### config.mk
export PLATFORM = sky130hd
export DESIGN_NAME = ball_velocity_change_detector
export DESIGN_NICKNAME = d
export VERILOG_FILES = /design/src/rtl/core/bvcd_pkg.sv /design/src/rtl/core/ball_velocity_change_detector.sv
export SDC_FILE = /design/constraint.sdc
export NUM_CORES = 2
export LEC_CHECK = 0
export ABC_AREA = 0
export BUFFER_PORTS_ARGS = -buffer_cell sky130_fd_sc_hd__buf_2
export CAP_MARGIN = 20
export CORE_ASPECT_RATIO = 0.7
export CORE_MARGIN = 3
export CORE_UTILIZATION = 65
export DETAILED_ROUTE_END_ITERATION = 8
export PLACE_DENSITY = 0.78
export SLEW_MARGIN = 20
export SYNTH_ARGS = -nofsm -noshare
export SYNTH_HDL_FRONTEND = slang
export SYNTH_SLANG_ARGS = --single-unit
### constraint.sdc
create_clock -name i_clk -period 11.9 [get_ports i_clk]
set_input_delay 1.19 -clock i_clk [delete_from_list [all_inputs] [get_ports i_clk]]
set_output_delay 1.19 -clock i_clk [all_outputs]
set_load 0.005 [all_outputs]
### src/rtl/core/bvcd_pkg.sv
// Types, constants and tables for the ball velocity change detector.
`timescale 1ns / 1ps
package bvcd_pkg;

    localparam int MAG_W    = 25;   // floor(sqrt(d2 * 65536))
    localparam int SQ_W     = 34;   // dx*dx + dy*dy
    localparam int RAD_W    = 50;   // radicand, SQ_W + 16
    localparam int QUO_W    = 37;   // speed and dividend
    localparam int CORD_W   = 34;   // CORDIC x, y
    localparam int MULB_W   = 20;
    localparam int PROD_W   = MAG_W + MULB_W;
    localparam logic [MULB_W-1:0] SPEED_SCALE = 20'd1000000;
    localparam logic [3:0] CORDIC_STEPS = 4'd15;

    localparam logic [15:0] SPEED_THR_RST = 16'd1000;
    localparam logic [15:0] ANGLE_THR_RST = 16'd1820;
    localparam logic [15:0] QUARTER_TURN  = 16'h4000;
    localparam logic [15:0] HALF_TURN     = 16'h8000;

    typedef enum logic [0:0] {
        CFG_SPEED_THR = 1'b0,
        CFG_ANGLE_THR = 1'b1
    } t_cfg_idx;

    typedef enum logic [3:0] {
        ST_IDLE,
        ST_CHECK,
        ST_LOAD,
        ST_SQX,
        ST_SQY,
        ST_SQRT,
        ST_MUL,
        ST_DIV,
        ST_STORE,
        ST_DECIDE,
        ST_FINISH
    } t_state;

    typedef struct packed {
        logic signed [15:0] pos_x;
        logic signed [15:0] pos_y;
        logic [31:0]        capture_time;
    } t_in;

    typedef struct packed {
        logic kick_start;
        logic history_ready;
    } t_out;

    // Arctangent of 2^-i in 1/65536 turn, rounded.
    function automatic logic [15:0] atan_bam(input logic [3:0] i);
        logic [15:0] v;
        case (i)
            4'd0:    v = 16'd8192;
            4'd1:    v = 16'd4836;
            4'd2:    v = 16'd2555;
            4'd3:    v = 16'd1297;
            4'd4:    v = 16'd651;
            4'd5:    v = 16'd326;
            4'd6:    v = 16'd163;
            4'd7:    v = 16'd81;
            4'd8:    v = 16'd41;
            4'd9:    v = 16'd20;
            4'd10:   v = 16'd10;
            4'd11:   v = 16'd5;
            4'd12:   v = 16'd3;
            4'd13:   v = 16'd1;
            4'd14:   v = 16'd1;
            default: v = 16'd0;
        endcase
        return v;
    endfunction

endpackage

### src/rtl/core/ball_velocity_change_detector.sv
// Top level of the ball velocity change detector.
//
// Input channel (i_in_valid / o_in_ready) takes one ball observation a beat:
// position in mm and capture time in us. Output channel (o_out_valid /
// i_out_ready) gives one beat per observation: kick_start and history_ready.
// Thresholds are written through i_cfg_we / i_cfg_idx / i_cfg_data; the user
// must write them only while idle, the block itself does not enforce it.
//
// One observation is worked on at a time; o_in_ready is high only while idle.
// Until three observations are held, or when a time step is not positive, the
// result skips the arithmetic and goes to the output register. Otherwise each
// of the two segments runs through one shared multiplier, a 25-step
// digit-by-digit square root (with the 15-step CORDIC beside it) and a 37-step
// restoring divider. The output register parts the two sides: a new beat is
// accepted while the last result waits; a stalled receiver holds the block
// only at its end.
// Reset empties the history, clears the run flag and restores the
// thresholds to 1000 mm/s and 1820 angle units.
`timescale 1ns / 1ps
module ball_velocity_change_detector import bvcd_pkg::*; (
    input  logic        i_clk,
    input  logic        i_rst_n,
    input  logic        i_in_valid,
    output logic        o_in_ready,
    input  t_in         i_in_data,
    output logic        o_out_valid,
    input  logic        i_out_ready,
    output t_out        o_out_data,
    input  logic        i_cfg_we,
    input  logic [0:0]  i_cfg_idx,
    input  logic [15:0] i_cfg_data
);

    t_state r_state, n_state;

    logic signed [15:0] r_hx [3];
    logic signed [15:0] r_hy [3];
    logic [31:0]        r_ht [3];
    logic [1:0]         r_fill;
    logic               r_last;
    logic [15:0]        r_spd_thr, r_ang_thr;

    logic               r_seg;
    logic [5:0]         r_cnt;
    logic signed [16:0] r_dx, r_dy;
    logic [31:0]        r_dt;
    logic [SQ_W-1:0]    r_d2;
    logic [RAD_W-1:0]   r_rad;
    logic [27:0]        r_rem;
    logic [MAG_W-1:0]   r_root;
    logic [QUO_W-1:0]   r_num;
    logic [31:0]        r_drem;
    logic signed [CORD_W-1:0] r_cx, r_cy;
    logic [15:0]        r_ang;
    logic [3:0]         r_ccnt;
    logic               r_czero;
    logic [QUO_W-1:0]   r_spd0;
    logic [15:0]        r_ang0;
    logic               r_res_kick, r_res_ready;
    logic               r_out_valid;
    t_out               r_out;

    logic accept, out_load;
    assign accept   = i_in_valid && o_in_ready;
    assign out_load = (r_state == ST_FINISH) && (!r_out_valid || i_out_ready);

    // Segment operands
    logic signed [15:0] hx_a, hx_b, hy_a, hy_b;
    logic [31:0]        ht_a, ht_b;
    assign hx_a = r_seg ? r_hx[2] : r_hx[1];
    assign hx_b = r_seg ? r_hx[1] : r_hx[0];
    assign hy_a = r_seg ? r_hy[2] : r_hy[1];
    assign hy_b = r_seg ? r_hy[1] : r_hy[0];
    assign ht_a = r_seg ? r_ht[2] : r_ht[1];
    assign ht_b = r_seg ? r_ht[1] : r_ht[0];

    logic time_ok;
    assign time_ok = (r_ht[1] > r_ht[0]) && (r_ht[2] > r_ht[1]);

    // Shared multiplier
    logic [16:0]        dx_abs, dy_abs;
    logic [MAG_W-1:0]   mul_a;
    logic [MULB_W-1:0]  mul_b;
    logic [PROD_W-1:0]  prod;
    logic [SQ_W-1:0]    sq_sum;
    assign dx_abs = r_dx[16] ? 17'(-r_dx) : 17'(r_dx);
    assign dy_abs = r_dy[16] ? 17'(-r_dy) : 17'(r_dy);

    always_comb begin
        case (r_state)
            ST_SQX: begin
                mul_a = {8'd0, dx_abs};
                mul_b = {3'd0, dx_abs};
            end
            ST_SQY: begin
                mul_a = {8'd0, dy_abs};
                mul_b = {3'd0, dy_abs};
            end
            default: begin
                mul_a = r_root;
                mul_b = SPEED_SCALE;
            end
        endcase
    end
    assign prod   = PROD_W'(mul_a) * PROD_W'(mul_b);
    assign sq_sum = r_d2 + prod[SQ_W-1:0];

    // Square root step
    logic [27:0] rem_sh;
    logic [26:0] trial;
    logic        sq_ge;
    assign rem_sh = {r_rem[25:0], r_rad[RAD_W-1 -: 2]};
    assign trial  = {r_root, 2'b01};
    assign sq_ge  = rem_sh >= {1'b0, trial};

    // Divider step
    logic [32:0] dr;
    logic [32:0] dsub;
    logic        dv_ge;
    assign dr    = {r_drem, r_num[QUO_W-1]};
    assign dsub  = dr - {1'b0, r_dt};
    assign dv_ge = dr >= {1'b0, r_dt};

    // CORDIC step
    logic signed [CORD_W-1:0] xs, ys, dxs, dys;
    assign xs  = r_cx >>> r_ccnt;
    assign ys  = r_cy >>> r_ccnt;
    assign dxs = CORD_W'(r_dx) <<< 14;
    assign dys = CORD_W'(r_dy) <<< 14;

    // Decision
    logic [15:0]      cur_ang, ad, adf;
    logic [QUO_W-1:0] sdiff;
    logic             det;
    assign cur_ang = r_czero ? 16'd0 : r_ang;
    assign ad      = cur_ang - r_ang0;
    assign adf     = (ad > HALF_TURN) ? 16'(16'd0 - ad) : ad;
    assign sdiff   = (r_num >= r_spd0) ? (r_num - r_spd0) : (r_spd0 - r_num);
    assign det     = (sdiff > QUO_W'(r_spd_thr)) || (adf > r_ang_thr);

    // Sequencer
    always_ff @(posedge i_clk) begin
        if (!i_rst_n) begin
            r_state <= ST_IDLE;
        end else begin
            r_state <= n_state;
        end
    end

    always_comb begin
        n_state    = r_state;
        o_in_ready = 1'b0;
        unique case (r_state)
            ST_IDLE: begin
                o_in_ready = 1'b1;
                if (i_in_valid) n_state = ST_CHECK;
            end
            ST_CHECK: begin
                if (r_fill != 2'd3 || !time_ok) n_state = ST_FINISH;
                else                            n_state = ST_LOAD;
            end
            ST_LOAD:  n_state = ST_SQX;
            ST_SQX:   n_state = ST_SQY;
            ST_SQY:   n_state = ST_SQRT;
            ST_SQRT: begin
                if (r_cnt == 6'd0) n_state = ST_MUL;
            end
            ST_MUL:   n_state = ST_DIV;
            ST_DIV: begin
                if (r_cnt == 6'd0) n_state = ST_STORE;
            end
            ST_STORE: n_state = r_seg ? ST_DECIDE : ST_LOAD;
            ST_DECIDE: n_state = ST_FINISH;
            ST_FINISH: begin
                if (!r_out_valid || i_out_ready) n_state = ST_IDLE;
            end
            default:  n_state = ST_IDLE;
        endcase
    end

    // Control registers
    always_ff @(posedge i_clk) begin
        if (!i_rst_n) begin
            r_fill      <= 2'd0;
            r_last      <= 1'b0;
            r_spd_thr   <= SPEED_THR_RST;
            r_ang_thr   <= ANGLE_THR_RST;
            r_out_valid <= 1'b0;
        end else begin
            if (i_cfg_we) begin
                unique case (t_cfg_idx'(i_cfg_idx))
                    CFG_SPEED_THR: r_spd_thr <= i_cfg_data;
                    CFG_ANGLE_THR: r_ang_thr <= i_cfg_data;
                    default:       r_spd_thr <= r_spd_thr;
                endcase
            end
            if (accept && r_fill != 2'd3) r_fill <= r_fill + 2'd1;
            if (r_state == ST_CHECK && r_fill == 2'd3 && !time_ok) r_last <= 1'b0;
            if (r_state == ST_DECIDE) r_last <= det && !r_last;
            if (out_load)                      r_out_valid <= 1'b1;
            else if (r_out_valid && i_out_ready) r_out_valid <= 1'b0;
        end
    end

    // Datapath registers
    always_ff @(posedge i_clk) begin
        if (accept) begin
            r_hx[0] <= r_hx[1];
            r_hy[0] <= r_hy[1];
            r_ht[0] <= r_ht[1];
            r_hx[1] <= r_hx[2];
            r_hy[1] <= r_hy[2];
            r_ht[1] <= r_ht[2];
            r_hx[2] <= i_in_data.pos_x;
            r_hy[2] <= i_in_data.pos_y;
            r_ht[2] <= i_in_data.capture_time;
        end
        if (out_load) begin
            r_out.kick_start    <= r_res_kick;
            r_out.history_ready <= r_res_ready;
        end
        case (r_state)
            ST_CHECK: begin
                r_res_kick  <= 1'b0;
                r_res_ready <= (r_fill == 2'd3);
                r_seg       <= 1'b0;
            end
            ST_LOAD: begin
                r_dx <= 17'(hx_a) - 17'(hx_b);
                r_dy <= 17'(hy_a) - 17'(hy_b);
                r_dt <= ht_a - ht_b;
            end
            ST_SQX: r_d2 <= prod[SQ_W-1:0];
            ST_SQY: begin
                r_rad   <= {sq_sum, 16'd0};
                r_rem   <= 28'd0;
                r_root  <= '0;
                r_cnt   <= 6'(MAG_W - 1);
                r_ccnt  <= 4'd0;
                r_czero <= (r_dx == 17'sd0) && (r_dy == 17'sd0);
                if (r_dx[16]) begin
                    if (!r_dy[16]) begin
                        r_cx  <= dys;
                        r_cy  <= -dxs;
                        r_ang <= QUARTER_TURN;
                    end else begin
                        r_cx  <= -dys;
                        r_cy  <= dxs;
                        r_ang <= 16'(16'd0 - QUARTER_TURN);
                    end
                end else begin
                    r_cx  <= dxs;
                    r_cy  <= dys;
                    r_ang <= 16'd0;
                end
            end
            ST_SQRT: begin
                r_rad <= {r_rad[RAD_W-3:0], 2'b00};
                if (sq_ge) begin
                    r_rem  <= rem_sh - {1'b0, trial};
                    r_root <= {r_root[MAG_W-2:0], 1'b1};
                end else begin
                    r_rem  <= rem_sh;
                    r_root <= {r_root[MAG_W-2:0], 1'b0};
                end
                r_cnt <= r_cnt - 6'd1;
                // CORDIC runs beside the root loop and finishes first
                if (r_ccnt != CORDIC_STEPS) begin
                    if (!r_cy[CORD_W-1]) begin
                        r_cx  <= r_cx + ys;
                        r_cy  <= r_cy - xs;
                        r_ang <= r_ang + atan_bam(r_ccnt);
                    end else begin
                        r_cx  <= r_cx - ys;
                        r_cy  <= r_cy + xs;
                        r_ang <= r_ang - atan_bam(r_ccnt);
                    end
                    r_ccnt <= r_ccnt + 4'd1;
                end
            end
            ST_MUL: begin
                r_num  <= prod[PROD_W-1:8];
                r_drem <= 32'd0;
                r_cnt  <= 6'(QUO_W - 1);
            end
            ST_DIV: begin
                r_drem <= dv_ge ? dsub[31:0] : dr[31:0];
                r_num  <= {r_num[QUO_W-2:0], dv_ge};
                r_cnt  <= r_cnt - 6'd1;
            end
            ST_STORE: begin
                if (!r_seg) begin
                    r_spd0 <= r_num;
                    r_ang0 <= cur_ang;
                    r_seg  <= 1'b1;
                end
            end
            ST_DECIDE: begin
                r_res_kick  <= det && !r_last;
                r_res_ready <= 1'b1;
            end
            default: begin
                r_seg <= r_seg;
            end
        endcase
    end

    assign o_out_valid = r_out_valid;
    assign o_out_data  = r_out;

endmodule

==> run metrics <==
H-tree levels 3; Synth Instances between 6000 and 7000; Filler Cell Count about 7400; Crit path top cell by count fa_1; final worst path period need around 11 ns; hold bufs inserted after CTS 0; Clock Skew 0.0445 ns; layout cells sized above 1 7.48%; layout overhead on the synthesized area 7.49%; fmax 0.0873 GHz; Initial Util 66.3%; gr usage total between 30% and 40%; gpl congestion between 1 and 1.5; via/cell ratio approximately 6.2; Cells after DPL 8129; antenna violations before repair 4; WP data arrival 11.82 ns; Main synth FF type edfxtp_1; Core Region 97000 um^2; routed len/inst 21.7 um; worst-path fanout max 5; Syn. warnings 0; First DRT Iteration DRCs 6134; final setup vio count 0; Mean Syn Cell Area around 9.5 um^2; status completed; row cnt 95; CTS Sinks 653; slowest stage cell, crit path fa_2; Max Cap Viol 0; R2R Setup Slk 0.44 ns; final hold violations 0; Final Non-Filler Cells approximately 8300; clk root buf clkbuf_16; # IOs 90; reg2reg start r_dx[0]; Final ANT Viol Nets 0; Antenna Cells 0; Die Height between 200 and 300 um; hold path depth 0; TritonCTS clock tree yes; final worst path period share around 96%; DR pass1 iterations 8; Max Buffers Root-to-Sink 3; Slew Limit Fails 0; Worst-Skew Late Latency about 0.68 ns; setup TNS 0 ns; RR Endpoint r_rad[49]; crit-path max cell delay 0.57 ns; Post-Syn Area 64300 um^2; Post-synth EDFFs 599; ys async rst share 0%; global-route wire length before repair approximately 280 mm; dpl hpwl 141 mm; Chip Width between 300 and 400 um; WS Path Type reg2reg; Multi-input gate area approximately 41000 um^2; count of cell types in the netlist 99; final net count between 8000 and 9000; DRT Wirelength 179 mm; slew of the pin with the lowest slew margin between 1 and 1.5 ns; vias in the first global route between 40000 and 50000; WHS Endpoint r_hx[0][23]; hold wc startpoint r_hx[0][39]; global route total overflow 0; CP startpoint kind flip-flop; number of synthesized register bits 653; Residual DRC 0; Hold Crit Class reg2reg; Required @ worst endpoint 12.26 ns; register area share after synthesis 29.7%; R2R depth 43; CP endpoint kind flip-flop; DIE AREA 103000 um^2; routed vias between 50000 and 60000; Buffers on Ports 89; register area 19100 um^2; clock transition at the registers of the reported paths around 0.060 ns; largest net degree at the start of global routing approximately 80; Slew HR 21.3%; TritonCTS Buffers 71
==> per-layer routing <==
metal	GRT usage, %	wire length (um)	up-vias
met4	6.83	3260	4
met2	45.5	69300	2743
li1	-	-	23700
met1	55.0	82000	24800
met5	0	23	-
met3	11.1	24500	211
==> how the worst max path moves through the flow <==
| stage | from | to | slack, ns | cells after the start |
|---|---|---|---|---|
| final | r_dx[0] | r_rad[49] | 0.44 | 43 |
| after detailed placement | r_dx[1] | r_rad[49] | 0.09 | 39 |
| after global placement | r_dx[1] | r_rad[49] | 0.41 | 43 |
| after floorplan | r_dx[1] | r_rad[49] | 1.12 | 40 |
| after CTS | r_dx[0] | r_rad[49] | 0.04 | 39 |
| after global routing | r_dx[0] | r_rad[49] | -0.05 | 43 |
==> cells in the final DEF (no fill, tap or decap), types with 14 or more instances in the layout <==
master,count
a211oi_1,61
a21boi_0,49
a21o_1,177
a21oi_1,406
a31o_2,14
a31oi_1,47
and2_1,37
and3_1,41
buf_2,89
buf_4,102
clkbuf_16,73
conb_1,104
dfxtp_1,54
edfxtp_1,599
fa_1,420
ha_1,598
inv_1,924
mux2_2,62
mux2i_1,148
mux4_2,78
nand2_1,632
nand2b_1,61
nand3_1,89
nand4_1,71
nor2_1,486
nor2b_1,85
nor3_1,84
nor4_1,16
o211ai_1,74
o21a_1,56
o21ai_0,353
o21bai_1,44
o22ai_1,20
o31ai_1,36
or3_1,45
xnor2_1,250
xor2_1,141
==> through the flow <==
stage	util (%)	area [um^2]	setup slack, ns	hold WS, ns
finish	71.3	69100	0.440	0.422
global route	71.3	69100	-0.0457	0.443
CTS	71.1	69000	0.0406	0.427
detailed placement	68.7	66700	0.0873	0.407
global placement	68.7	66700	0.408	0.404
floorplan	-	64700	1.12	0.400
==> critical path, delay by kind of cell, from the launching register on <==
kind	cells	cell delay, ns
xor gates and xnor gates	3	0.54
DFF	1	0.45
buffers and inverters	7	0.66
adders and majority gates	10	4.41
and+or+nand+nor	13	3.32
AOI/OAI and AO/OA	10	1.74
==> what timing repair did <==
item	in CTS	in global routing
gates resized for setup	0	22
setup endpoints to repair	0	9
endpoints found under the hold margin	0	0
setup buffers	0	3
==> Yosys cell counts (38+ instances only) <==
| master | number | area, um^2 |
|---|---|---|
| o21a_1 | 56 | 420 |
| nand2_1 | 634 | 2380 |
| a211oi_1 | 61 | 458 |
| nor2_1 | 491 | 1840 |
| o31ai_1 | 38 | 285 |
| fa_1 | 421 | 8430 |
| a31oi_1 | 49 | 307 |
| clkbuf_1 | 182 | 683 |
| edfxtp_1 | 599 | 18000 |
| dfxtp_1 | 54 | 1080 |
| a21o_1 | 177 | 1330 |
| xor2_1 | 142 | 1240 |
| a21oi_1 | 409 | 2050 |
| mux2_2 | 62 | 698 |
| mux4_2 | 78 | 1760 |
| nand3_1 | 90 | 450 |
| a21boi_0 | 51 | 383 |
| o211ai_1 | 74 | 556 |
| nand4_1 | 71 | 444 |
| nor3_1 | 85 | 425 |
| and2_1 | 38 | 238 |
| nand2b_1 | 61 | 382 |
| or3_1 | 45 | 282 |
| o21bai_1 | 44 | 330 |
| o21ai_0 | 358 | 1790 |
| and3_1 | 41 | 257 |
| inv_1 | 927 | 3480 |
| mux2i_1 | 148 | 1480 |
| ha_1 | 599 | 7490 |
| nor2b_1 | 85 | 532 |
| xnor2_1 | 251 | 2200 |
==> registers in the layout (all words and copies together), names as in the netlist, 34 cells and up, named ones only <==
name / flops
r_cx: 34
r_cy: 34
r_d2: 34
r_ht: 96
r_hx: 48
r_hy: 48
r_num: 37
r_rad: 34
r_spd0: 37
==> area by class of cell <==
type	count	share of cell area, %
Tap cell	1309	2.37
Clock inverter	41	0.670
Inverter	932	5.07
Clock buffer	86	2.73
Sequential cell	653	27.6
Timing Repair Buffer	192	1.78
Multi-Input combinational cell	5046	59.8
==> cells by family after synthesis <==
group	synth area share (%)
mux	6.12
simple gates	12.5
other cells	0.0117
compound gates	14.7
fa+ha+maj	24.8
xor+xnor	5.35
flops	29.7
buf+inv	6.90
Power is left out: the tool's default activity adds up to more than one toggle a clock period on the data nets, which glitch-free logic cannot reach.
